==> config.mk <==
export PLATFORM = sky130hd
export DESIGN_NAME = usb_ethernet_frame_receive_filter
export DESIGN_NICKNAME = d
export VERILOG_FILES = /design/src/usbef_pkg.sv /design/src/usb_ethernet_frame_receive_filter.sv /design/src/usbef_front.sv /design/src/usbef_queue.sv /design/src/usbef_back.sv
export SDC_FILE = /design/constraint.sdc
export NUM_CORES = 1
export LEC_CHECK = 0
export BUFFER_PORTS_ARGS = -buffer_cell sky130_fd_sc_hd__buf_2
export CORE_MARGIN = 2
export CORE_UTILIZATION = 50
export CTS_BUF_LIST = sky130_fd_sc_hd__clkbuf_2
export DETAILED_ROUTE_END_ITERATION = 12
export GPL_TIMING_DRIVEN = 1
export HOLD_SLACK_MARGIN = 0.06
export MAX_ROUTING_LAYER = met4
export PLACE_DENSITY_LB_ADDON = 0.1
export SLEW_MARGIN = 40
export SYNTH_ARGS = -nofsm -noshare
export SYNTH_HDL_FRONTEND = slang
export SYNTH_SLANG_ARGS = --single-unit
==> constraint.sdc <==
create_clock -name clk -period 10 [get_ports clk]
set_clock_uncertainty 0.15 [all_clocks]
set_input_delay 2 -clock clk [delete_from_list [all_inputs] [get_ports clk]]
set_output_delay 2 -clock clk [all_outputs]
set_load 0.01 [all_outputs]
==> src/usbef_pkg.sv <==
// ----------------------------------------------------------------------------
// usbef_pkg
// Shared types and constants of the USB Ethernet frame receive filter.
// ----------------------------------------------------------------------------
package usbef_pkg;

    // Ethernet header layout
    localparam int HDR_LEN  = 14;
    localparam int DST_END  = 6;
    localparam int SRC_END  = 12;
    localparam int MAC_W    = 48;
    localparam int TYPE_W   = 16;
    localparam int BYTE_W   = 8;
    localparam int PLEN_W   = 11;

    localparam logic [MAC_W-1:0] BCAST_MAC = 48'hFFFF_FFFF_FFFF;

    // Configuration register indexes
    localparam int CFG_INDEX_W = 1;
    localparam logic [CFG_INDEX_W-1:0] CFG_DEVICE_MAC = 1'b0;
    localparam logic [CFG_INDEX_W-1:0] CFG_RX_ENABLE  = 1'b1;

    // Result kinds
    localparam logic KIND_PAYLOAD = 1'b0;
    localparam logic KIND_END     = 1'b1;

    // Queue between classifier and output sequencer
    localparam int QUEUE_DEPTH = 4;

    // Output stream data width: fields padded to whole bytes
    localparam int OUT_FIELDS_W = BYTE_W + 2 * MAC_W + TYPE_W + PLEN_W + 1;
    localparam int OUT_DATA_W   = ((OUT_FIELDS_W + 7) / 8) * 8;

    // Results caused by one input item
    typedef struct packed {
        logic                pay_vld;
        logic                end_vld;
        logic [BYTE_W-1:0]   pay_byte;
        logic [MAC_W-1:0]    dst_mac;
        logic [MAC_W-1:0]    src_mac;
        logic [TYPE_W-1:0]   ether_type;
        logic [PLEN_W-1:0]   payload_len;
        logic                overflow;
    } entry_t;

    // One result item on the output stream
    typedef struct packed {
        logic                kind;
        logic [BYTE_W-1:0]   payload_byte;
        logic [MAC_W-1:0]    dst_mac;
        logic [MAC_W-1:0]    src_mac;
        logic [TYPE_W-1:0]   ether_type;
        logic [PLEN_W-1:0]   payload_len;
        logic                overflow;
        logic                last;
    } result_t;

endpackage

==> src/usb_ethernet_frame_receive_filter.sv <==
// ----------------------------------------------------------------------------
// usb_ethernet_frame_receive_filter
// Reassembles Ethernet frames from USB bulk OUT bytes and filters by address.
// ----------------------------------------------------------------------------
// One input byte is taken per clock; s_tready drops only when the four-entry
// result queue is full. Each accepted byte is classified in the cycle it is
// taken, and its results reach the m_ side through the queue and a registered
// output stage. A byte that both carries payload and closes the frame gives
// two results, which the output sequencer sends one after the other, so the
// sustained rate is one item per clock while m_tready stays high, except at
// frame ends, where one byte can give two items. Configuration writes are
// always accepted (cfg_ready is tied high) and must be made while idle.
module usb_ethernet_frame_receive_filter
    import usbef_pkg::*;
#(
    parameter int BULK_PACKET_BYTES = 64,
    parameter int MAX_FRAME_BYTES   = 2048
)
(
    input  logic                   clk,
    input  logic                   rst_n,
    input  logic                   s_tvalid,
    output logic                   s_tready,
    input  logic [7:0]             s_tdata,   // [7:0] data_byte
    input  logic                   s_tuser,   // [0] has_byte
    input  logic                   s_tlast,   // packet_end
    output logic                   m_tvalid,
    input  logic                   m_tready,
    // [7:0] payload_byte, [55:8] dst_mac, [103:56] src_mac,
    // [119:104] ether_type, [130:120] payload_len, [131] overflow, rest zero
    output logic [OUT_DATA_W-1:0]  m_tdata,
    output logic                   m_tuser,   // [0] kind
    output logic                   m_tlast,   // last
    input  logic                   cfg_valid,
    output logic                   cfg_ready,
    input  logic [CFG_INDEX_W-1:0] cfg_index,
    input  logic [MAC_W-1:0]       cfg_data
);

    logic    q_full, q_head_valid, q_pop, f_push;
    entry_t  f_entry, q_head;
    result_t result;
    logic    in_accept;

    assign cfg_ready = 1'b1;
    assign s_tready  = !q_full;
    assign in_accept = s_tvalid && s_tready;

    // Classify input bytes
    usbef_front #(
        .BULK_PACKET_BYTES (BULK_PACKET_BYTES),
        .MAX_FRAME_BYTES   (MAX_FRAME_BYTES)
    ) u_front (
        .clk         (clk),
        .rst_n       (rst_n),
        .item_accept (in_accept),
        .data_byte   (s_tdata),
        .has_byte    (s_tuser),
        .packet_end  (s_tlast),
        .cfg_write   (cfg_valid && cfg_ready),
        .cfg_index   (cfg_index),
        .cfg_data    (cfg_data),
        .push        (f_push),
        .push_entry  (f_entry)
    );

    // Queue results
    usbef_queue u_queue (
        .clk        (clk),
        .rst_n      (rst_n),
        .push       (f_push),
        .push_entry (f_entry),
        .full       (q_full),
        .pop        (q_pop),
        .head_valid (q_head_valid),
        .head_entry (q_head)
    );

    // Sequence results onto the output stream
    usbef_back u_back (
        .clk        (clk),
        .rst_n      (rst_n),
        .head_valid (q_head_valid),
        .head_entry (q_head),
        .pop        (q_pop),
        .out_valid  (m_tvalid),
        .out_ready  (m_tready),
        .out_result (result)
    );

    // Pack output fields
    assign m_tdata = {(OUT_DATA_W - OUT_FIELDS_W)'(0), result.overflow, result.payload_len,
                      result.ether_type, result.src_mac, result.dst_mac,
                      result.payload_byte};
    assign m_tuser = result.kind;
    assign m_tlast = result.last;

    // An end record is always marked last, a payload byte never
    a_kind_last: assert property (@(posedge clk) disable iff (!rst_n)
        m_tvalid |-> (m_tuser == KIND_END) == m_tlast)
        else $error("kind and last disagree");

endmodule

==> src/usbef_front.sv <==
// ----------------------------------------------------------------------------
// usbef_front
// Header capture, address filter and frame/packet accounting per input byte.
// ----------------------------------------------------------------------------
module usbef_front
    import usbef_pkg::*;
#(
    parameter int BULK_PACKET_BYTES = 64,
    parameter int MAX_FRAME_BYTES   = 2048
)
(
    input  logic                   clk,
    input  logic                   rst_n,
    input  logic                   item_accept,
    input  logic [BYTE_W-1:0]      data_byte,
    input  logic                   has_byte,
    input  logic                   packet_end,
    input  logic                   cfg_write,
    input  logic [CFG_INDEX_W-1:0] cfg_index,
    input  logic [MAC_W-1:0]       cfg_data,
    output logic                   push,
    output entry_t                 push_entry
);

    localparam int FC_W = $clog2(MAX_FRAME_BYTES + 1);
    localparam int PC_W = $clog2(BULK_PACKET_BYTES + 1);

    logic [MAC_W-1:0]  device_mac_reg;
    logic              rx_enable_reg;

    logic [MAC_W-1:0]  dest_reg, dest_next;
    logic [MAC_W-1:0]  src_reg, src_next;
    logic [TYPE_W-1:0] type_reg, type_next;
    logic [FC_W-1:0]   fc_reg, fc_next, fc_byte;
    logic [PC_W-1:0]   pc_reg, pc_next, pc_byte;
    logic              match_reg, match_next, match_byte;
    logic              ovf_reg, ovf_next, ovf_byte;
    logic              pay_vld, end_vld;
    logic [MAC_W-1:0]  dest_shift;

    // Write configuration registers
    always_ff @(posedge clk or negedge rst_n)
    begin
        if (!rst_n)
        begin
            device_mac_reg <= '0;
            rx_enable_reg  <= 1'b0;
        end
        else if (cfg_write)
        begin
            case (cfg_index)
                CFG_DEVICE_MAC: device_mac_reg <= cfg_data;
                CFG_RX_ENABLE:  rx_enable_reg  <= cfg_data[0];
                default:        ;
            endcase
        end
    end

    assign dest_shift = {dest_reg[MAC_W-BYTE_W-1:0], data_byte};

    // Apply the byte of the item: capture header, count, flag payload
    always_comb
    begin
        dest_next  = dest_reg;
        src_next   = src_reg;
        type_next  = type_reg;
        fc_byte    = fc_reg;
        pc_byte    = pc_reg;
        match_byte = match_reg;
        ovf_byte   = ovf_reg;
        pay_vld    = 1'b0;
        if (item_accept && has_byte)
        begin
            if (pc_reg < PC_W'(BULK_PACKET_BYTES))
                pc_byte = pc_reg + PC_W'(1);
            if (fc_reg < FC_W'(MAX_FRAME_BYTES))
            begin
                if (fc_reg < FC_W'(DST_END))
                begin
                    dest_next = dest_shift;
                    if (fc_reg == FC_W'(DST_END - 1))
                        match_byte = (dest_shift == BCAST_MAC)
                                  || (dest_shift == device_mac_reg);
                end
                else if (fc_reg < FC_W'(SRC_END))
                    src_next = {src_reg[MAC_W-BYTE_W-1:0], data_byte};
                else if (fc_reg < FC_W'(HDR_LEN))
                    type_next = {type_reg[TYPE_W-BYTE_W-1:0], data_byte};
                else if (match_reg && rx_enable_reg)
                    pay_vld = 1'b1;
                fc_byte = fc_reg + FC_W'(1);
            end
            else
                ovf_byte = 1'b1;
        end
    end

    // Apply the packet end: close the frame on a short packet
    always_comb
    begin
        fc_next    = fc_byte;
        pc_next    = pc_byte;
        match_next = match_byte;
        ovf_next   = ovf_byte;
        end_vld    = 1'b0;
        if (item_accept && packet_end)
        begin
            if (pc_byte < PC_W'(BULK_PACKET_BYTES))
            begin
                end_vld    = (fc_byte >= FC_W'(HDR_LEN)) && match_byte && rx_enable_reg;
                fc_next    = '0;
                pc_next    = '0;
                match_next = 1'b0;
                ovf_next   = 1'b0;
            end
            else
                pc_next = '0;
        end
    end

    // Build the queue entry
    always_comb
    begin
        push_entry.pay_vld     = pay_vld;
        push_entry.end_vld     = end_vld;
        push_entry.pay_byte    = data_byte;
        push_entry.dst_mac     = dest_next;
        push_entry.src_mac     = src_next;
        push_entry.ether_type  = type_next;
        push_entry.payload_len = PLEN_W'(fc_byte - FC_W'(HDR_LEN));
        push_entry.overflow    = ovf_byte;
    end

    assign push = pay_vld || end_vld;

    // Hold frame state
    always_ff @(posedge clk or negedge rst_n)
    begin
        if (!rst_n)
        begin
            dest_reg  <= '0;
            src_reg   <= '0;
            type_reg  <= '0;
            fc_reg    <= '0;
            pc_reg    <= '0;
            match_reg <= 1'b0;
            ovf_reg   <= 1'b0;
        end
        else
        begin
            dest_reg  <= dest_next;
            src_reg   <= src_next;
            type_reg  <= type_next;
            fc_reg    <= fc_next;
            pc_reg    <= pc_next;
            match_reg <= match_next;
            ovf_reg   <= ovf_next;
        end
    end

    // A byte kept in a frame never pushes the count past capacity
    a_fc_bound: assert property (@(posedge clk) disable iff (!rst_n)
        fc_reg <= FC_W'(MAX_FRAME_BYTES))
        else $error("frame count beyond capacity");

    // An end record only leaves with a full header behind it
    a_end_hdr: assert property (@(posedge clk) disable iff (!rst_n)
        push && push_entry.end_vld |-> fc_byte >= FC_W'(HDR_LEN))
        else $error("end record for a short frame");

    // Frame state is cleared after a frame closes
    a_end_clear: assert property (@(posedge clk) disable iff (!rst_n)
        push && push_entry.end_vld |=> fc_reg == '0 && !match_reg && !ovf_reg)
        else $error("frame state not cleared after end record");

endmodule

==> src/usbef_queue.sv <==
// ----------------------------------------------------------------------------
// usbef_queue
// Short FIFO of per-item result entries between classifier and sequencer.
// ----------------------------------------------------------------------------
module usbef_queue
    import usbef_pkg::*;
(
    input  logic   clk,
    input  logic   rst_n,
    input  logic   push,
    input  entry_t push_entry,
    output logic   full,
    input  logic   pop,
    output logic   head_valid,
    output entry_t head_entry
);

    localparam int PTR_W = $clog2(QUEUE_DEPTH);
    localparam int CNT_W = $clog2(QUEUE_DEPTH + 1);

    entry_t             mem_reg [QUEUE_DEPTH];
    logic [PTR_W-1:0]   wr_ptr_reg, wr_ptr_next;
    logic [PTR_W-1:0]   rd_ptr_reg, rd_ptr_next;
    logic [CNT_W-1:0]   count_reg, count_next;
    logic               do_push, do_pop;

    assign full       = (count_reg == CNT_W'(QUEUE_DEPTH));
    assign head_valid = (count_reg != '0);
    assign head_entry = mem_reg[rd_ptr_reg];
    assign do_push    = push && !full;
    assign do_pop     = pop && head_valid;

    // Advance pointers and count
    always_comb
    begin
        wr_ptr_next = wr_ptr_reg;
        rd_ptr_next = rd_ptr_reg;
        if (do_push)
            wr_ptr_next = (wr_ptr_reg == PTR_W'(QUEUE_DEPTH - 1)) ? '0
                                                                  : wr_ptr_reg + PTR_W'(1);
        if (do_pop)
            rd_ptr_next = (rd_ptr_reg == PTR_W'(QUEUE_DEPTH - 1)) ? '0
                                                                  : rd_ptr_reg + PTR_W'(1);
        count_next = count_reg;
        if (do_push && !do_pop)
            count_next = count_reg + CNT_W'(1);
        else if (do_pop && !do_push)
            count_next = count_reg - CNT_W'(1);
    end

    always_ff @(posedge clk or negedge rst_n)
    begin
        if (!rst_n)
        begin
            wr_ptr_reg <= '0;
            rd_ptr_reg <= '0;
            count_reg  <= '0;
        end
        else
        begin
            wr_ptr_reg <= wr_ptr_next;
            rd_ptr_reg <= rd_ptr_next;
            count_reg  <= count_next;
        end
    end

    // Store entries
    always_ff @(posedge clk)
    begin
        if (do_push)
            mem_reg[wr_ptr_reg] <= push_entry;
    end

    // Never push into a full queue
    a_no_overrun: assert property (@(posedge clk) disable iff (!rst_n)
        push |-> !full)
        else $error("push into full queue");

    // Never pop an empty queue
    a_no_underrun: assert property (@(posedge clk) disable iff (!rst_n)
        pop |-> head_valid)
        else $error("pop from empty queue");

    // Every stored entry carries at least one result
    a_entry_nonempty: assert property (@(posedge clk) disable iff (!rst_n)
        head_valid |-> head_entry.pay_vld || head_entry.end_vld)
        else $error("queue entry without result");

endmodule

==> src/usbef_back.sv <==
// ----------------------------------------------------------------------------
// usbef_back
// Expands queue entries into payload and end records behind an output register.
// ----------------------------------------------------------------------------
module usbef_back
    import usbef_pkg::*;
(
    input  logic    clk,
    input  logic    rst_n,
    input  logic    head_valid,
    input  entry_t  head_entry,
    output logic    pop,
    output logic    out_valid,
    input  logic    out_ready,
    output result_t out_result
);

    logic    out_valid_reg, out_valid_next;
    result_t out_reg, out_next;
    logic    pay_done_reg, pay_done_next;
    logic    load, sel_end;

    assign load    = head_valid && (!out_valid_reg || out_ready);
    assign sel_end = !head_entry.pay_vld || pay_done_reg;

    // Select the next result of the head entry
    always_comb
    begin
        out_next       = out_reg;
        pay_done_next  = pay_done_reg;
        pop            = 1'b0;
        out_valid_next = out_valid_reg && !out_ready;
        if (load)
        begin
            out_valid_next = 1'b1;
            if (sel_end)
            begin
                out_next.kind         = KIND_END;
                out_next.payload_byte = '0;
                out_next.dst_mac      = head_entry.dst_mac;
                out_next.src_mac      = head_entry.src_mac;
                out_next.ether_type   = head_entry.ether_type;
                out_next.payload_len  = head_entry.payload_len;
                out_next.overflow     = head_entry.overflow;
                out_next.last         = 1'b1;
                pop                   = 1'b1;
                pay_done_next         = 1'b0;
            end
            else
            begin
                out_next              = '0;
                out_next.kind         = KIND_PAYLOAD;
                out_next.payload_byte = head_entry.pay_byte;
                pop                   = !head_entry.end_vld;
                pay_done_next         = head_entry.end_vld;
            end
        end
    end

    always_ff @(posedge clk or negedge rst_n)
    begin
        if (!rst_n)
        begin
            out_valid_reg <= 1'b0;
            pay_done_reg  <= 1'b0;
        end
        else
        begin
            out_valid_reg <= out_valid_next;
            pay_done_reg  <= pay_done_next;
        end
    end

    always_ff @(posedge clk)
    begin
        out_reg <= out_next;
    end

    assign out_valid  = out_valid_reg;
    assign out_result = out_reg;

    // The payload half of an entry is followed by its end record
    a_split_pair: assert property (@(posedge clk) disable iff (!rst_n)
        pay_done_reg |-> head_valid && head_entry.end_vld)
        else $error("pending end record lost");

endmodule

**Yosys cells after proc, flatten, opt, wreduce, memory -nomap -nowiden**

Memory sizes are Yosys's and may differ from the RTL's.
Index checks and enable logic that the tools add are counted.

- Bits in registers: 325
- Word-level logic and storage cells: 119
- Input bits: 64
- Memories kept: 1
- Bits in writable memories: 536
- Output and inout port bits: 141

Memory list:

| name | words | width | rd ports | clocked after Yosys merged registers in | write ports | line | text |
|---|---|---|---|---|---|---|---|
| u_queue.mem_reg | 4 | 134 | 1 | 0 | 1 | usbef_queue.sv:21 | `entry_t mem_reg [QUEUE_DEPTH];` |

- Bitwise gates (word level): 1
- Mux-type cells: 48
- $lt $le $gt $ge: 7
- Eq/ne operators: 6
- Reduce and logical (&&, ||, !) cells: 27
- $add $sub $neg: 7

Operators with widths:

| kind | number |
|---|---|
| 2-to-1 mux 48 bit | 7 |
| 2-to-1 mux 134 bit | 1 |
| 2-to-1 mux 16 bit | 5 |
| == test 48 bit | 1 |
| == test 48 bit (second input constant) | 1 |
| 2-to-1 mux 12 bit | 4 |
| < comparator 12 x 4 -> 1 bit (second input constant) | 2 |
| 2-to-1 mux 1 bit | 24 |
| 2-to-1 mux 7 bit | 3 |
| < comparator 7 bit (second input constant) | 2 |
| adder 12 x 1 -> 12 bit (second input constant) | 1 |
| == test 12 x 3 -> 1 bit (second input constant) | 1 |
| greater-or-equal comparator 12 x 4 -> 1 bit (second input constant) | 1 |
| logical AND 1 bit | 12 |
| < comparator 12 bit (second input constant) | 1 |
| < comparator 12 x 3 -> 1 bit (second input constant) | 1 |
| subtractor 11 x 4 -> 11 bit (second input constant) | 1 |
| adder 7 x 1 -> 7 bit (second input constant) | 1 |
| zero test 1 bit | 7 |
| 2-to-1 mux 3 bit | 2 |
| adder 2 x 1 -> 2 bit (second input constant) | 2 |
| == test 2 bit (second input constant) | 2 |
| logical OR 1 bit | 4 |
| 2-to-1 mux 2 bit | 2 |
| other kinds (7) | 8 |

**Longest topological paths before layout**

- Word-level depth: 16
- Mapped depth: 15
- Gate-level depth less buffers: 14

**Cells and area by module**

A second synthesis with hierarchy kept.

- Cell total of the unflattened synthesis: 1660
- Area, all modules: 33058.0 sq um

Modules (own cells, without submodules):

| module | cells an instance | area each (sq um) | times used | seq. area each (sq um) |
|---|---|---|---|---|
| usbef_queue | 737 | 19720.2 | 1 | 16270.6 |
| usbef_front | 623 | 8251.7 | 1 | 4554.4 |
| usbef_back | 291 | 5031.1 | 1 | 4043.9 |
| usb_ethernet_frame_receive_filter | 9 | 55.1 | 1 | 0.0 |

**Worst setup path after synthesis**

Ideal clock, no wire load.

- Path type: input -> register
- Start: input port m_tready
- End: register u_queue.count_reg[1]
- Buffers on the path: 0
- Slack: -1.122 ns
- Required time: 9.725 ns
- Arrival time: 10.848 ns
- Library setup time: 0.125 ns
- Cell stages on the path: 7
- Cell sequence: inv_1 a21oi_1 nand2_1 ha_1 inv_1 fa_1 mux2_2

- Cells in the longest elaborated chain, start to end: 7
- Elaborated cells between the ends (all ways): 9
- Classes of those cells: 2 x mux; 7 x reduce/logical

RTL lines:

| what | line | text |
|---|---|---|
| start: declaration | usb_ethernet_frame_receive_filter.sv:28 | `input logic m_tready,` |
| logical OR 1 bit | usbef_back.sv:23 | `assign load = head_valid && (!out_valid_reg \|\| out_ready);` |
| logical AND 1 bit | usbef_back.sv:23 |  |
| net u_back.load | usbef_back.sv:21 | `logic load, sel_end;` |
| 2-to-1 mux 1 bit | usbef_back.sv:33 | `if (load)` |
| logical AND 1 bit | usbef_queue.sv:31 | `assign do_pop = pop && head_valid;` |
| zero test 1 bit | usbef_queue.sv:45 | `if (do_push && !do_pop)` |
| logical AND 1 bit | usbef_queue.sv:45 |  |
| 2-to-1 mux 3 bit | usbef_queue.sv:45 |  |
| net u_queue.count_next[1] | usbef_queue.sv:24 | `logic [CNT_W-1:0] count_reg, count_next;` |
| end signal: assignment | usbef_queue.sv:63 | `count_reg <= count_next;` |
| end: declaration | usbef_queue.sv:24 |  |

The timed path passes the listed nets, and every way through them passes these cells.
A chain may end at the register's enable or synchronous reset.

**Worst setup path after layout**

- Start: register u_queue.count_reg[0]
- End: output port s_tready

- Cells in the longest elaborated chain, start to end: 2

RTL lines:

| what | line | text |
|---|---|---|
| == test 3 bit | usbef_queue.sv:27 | `assign full = (count_reg == CNT_W'(QUEUE_DEPTH));` |
| zero test 1 bit | usb_ethernet_frame_receive_filter.sv:46 | `assign s_tready = !q_full;` |
| end: declaration | usb_ethernet_frame_receive_filter.sv:23 | `output logic s_tready,` |

No other way between the ends.

==> results_dict.tcl <==
set metrics [dict create \
    die_w_um 260 \
    critical_path_class "reg -> out" \
    start_util_pct 50.6 \
    drtIter0Drc 977 \
    num-nets-final 2059 \
    drtAntennaViolNets 0 \
    wl_per_cell_um 22.2 \
    fmax_mhz 205 \
    place.gp.congestion 0.821 \
    core-area_sq_um 64600 \
    grt_max_degree 84 \
    ys_warn_count 0 \
    comb_power_share_pct 23.8 \
    synth-simple-area-share_pct 4.96 \
    largest_reg_flops 536 \
    fin_ws_ns 5.12 \
    synth_edf_count 669 \
    path_clk_slew_ns 0.09 \
    intPower_mw 6.52 \
    num_rows 93 \
    pre_cts_ws_ns 3.67 \
    vias 16100 \
    synth_area_per_cell_sq_um 20.2 \
    critPathCaptureType "output pin" \
    drive_gt1_share_pct 41.5 \
    grt_util_all_layers_pct 21.1 \
    yosys.area.top_type_share_pct 61.4 \
    cp-startpoint "u_queue.count_reg[0]" \
    synth.largest_area_cell "edfxtp_1" \
    fin_tns_setup_ns 0 \
    final_cells 3019 \
    hold_start "u_queue.count_reg[2]" \
    grt_overflow 0 \
    htree_levels 4 \
    crit_arrival_ns 2.73 \
    synth_cells 1619 \
    dp_hpwl_um 40600 \
    power_switching_mw 2.89 \
    yosysSeqAreaShare_pct 76.1 \
    wl_um 66900 \
    cts-buffers-inserted 203 \
    die_area_sq_um 67500 \
    swShare_pct 30.7 \
    final-hold-violation-count 0 \
    port_buffers 199 \
    synth.distinct_cells 55 \
    vias_per_cell 5.33 \
    rsz0062_at_grt "false" \
    post-route-util_pct 57.2 \
    placed_area_sq_um 34900 \
    ys_ff_latch 860 \
    grt_pass1_vias 17100 \
    p_leak_nw 13.8 \
    clock_path_buffers 3 \
    cts_resized 0 \
    die_h_um 260 \
    final_cell_mix "edfxtp_1, clkbuf_2, buf_2" \
    async_reset_ff_share_pct 22.2 \
    synth.area.top_cells "edfxtp_1, dfrtp_1, mux4_2" \
    clockPowerShare_pct 24.7 \
    min_path_type "reg -> reg" \
    dp_cells 2633 \
    r2r-start "u_front.dest_reg[12]" \
    slew_viol_final 0 \
    numClockSinks 860 \
    synthFlopType "edfxtp_1" \
    worst_pin_slew_ns 0.887 \
    first_pass_iters 5 \
    cellPowerDensity_nw_per_um2 255 \
    final_common_cell "edfxtp_1" \
    cts_hold_buf 0 \
    fill_cells 5076 \
    period_share_pct 48.8 \
    synth_compound_area_share_pct 0.509 \
    drc 0 \
    seqPwrFrac_pct 51.5 \
    status "completed" \
    insertion_delay_ns 1.40 \
    setup_violations 0 \
    max_slew_margin_pct 40.9 \
    synthToLayoutAreaGrowth_pct 13.0 \
    grt_pass1_wl_um 101000 \
    root_buffer "clkbuf_2" \
    post_cts_buffers 0 \
    ir_drop_mv 0.159 \
    cp-start-kind "flip-flop" \
    antenna_found_initial 2 \
    critPathMaxFanout 15 \
    ios 205 \
    synth_area_sq_um 32700 \
    cap_violations 0 \
    synthMuxAreaShare_pct 14.9 \
    required_ns 7.85 \
    fin_crit_ns 4.88 \
    cts_tree "yes" \
    synth_xor_area_share_pct 1.90 \
    synth_top_family_by_area "multiplexers" \
    synth_fa_ha_area_share_pct 0.444 \
    final_area_sq_um 36900 \
]
==> worst paths after layout <==
path | endpoint | slack [ns] | cells past startpoint
worst max-delay path | s_tready | 5.12 | 3
min in group asynchronous | u_front.src_reg[43] | 0.38 | 1
worst min register to register | u_queue.count_reg[2] | 0.36 | 1
worst min-delay path | u_queue.count_reg[2] | 0.36 | 1
max in group asynchronous | u_front.device_mac_reg[0] | 7.64 | 4
worst max register to register | u_queue.mem_reg[2][17] | 5.23 | 9
==> per-stage QoR <==
stage | hold slack (ns) | power [mW]
floorplan | 0.314 | 6.34
global placement | 0.338 | 7.17
detailed placement | 0.339 | 7.23
CTS | 0.194 | 9.58
global route | 0.219 | 9.95
finish | 0.365 | 9.42
==> cell type report <==
class | count | area (sq um) | area share [%]
diodes | 5 | 12.5 | 0.0339
multi-input cells | 676 | 7500 | 20.3
clock inverters | 55 | 349 | 0.945
flip-flops and latches | 860 | 24900 | 67.3
clock buffers | 325 | 1630 | 4.40
inverters | 12 | 45.0 | 0.122
well taps | 855 | 1070 | 2.90
repair buffers | 231 | 1460 | 3.94
==> synth_stat cells (all sizes together) (14+ instances only) <==
cell type,number
mux2,165
and2,14
nor4,24
clkbuf,37
nand2,22
edfxtp,669
buf,37
nand4,22
mux4,134
nor2,27
nor2b,128
dfrtp,191
xor2,58
==> critical path: stages, from the launching register on <==
cell,delay [ns]
dfrtp_1,0.47
nor3b_4,0.60
inv_2,0.15
buf_2,0.18
==> kinds of logic after synthesis <==
kind of cell / Yosys count
buffers and inverters: 86
xor gates and xnor gates: 70
DFF: 860
muxes: 300
adders and majority gates: 11
other: 2
AOI/OAI and AO/OA: 21
and+or+nand+nor: 269
==> routing by layer <==
| layer | vias up | GRT usage, % | part of all wire, % |
|---|---|---|---|
| met5 | - | - | 0 |
| met3 | 101 | 5.46 | 5.5 |
| li1 | 7194 | - | - |
| met1 | 8377 | 27.7 | 43 |
| met4 | 0 | 6.66 | 1.9 |
| met2 | 425 | 32.6 | 49 |
==> power by group through the flow <==
stage	combinational, mW	sequential, mW	clock [mW]
2_1_floorplan	1.40	4.94	0
3_3_place_gp	2.18	4.98	0
3_5_place_dp	2.29	4.93	0
4_1_cts	2.30	4.86	2.42
5_1_grt	2.45	4.90	2.59
6_report	2.24	4.85	2.32
Note: power is estimated with default switching activity, not from simulation.
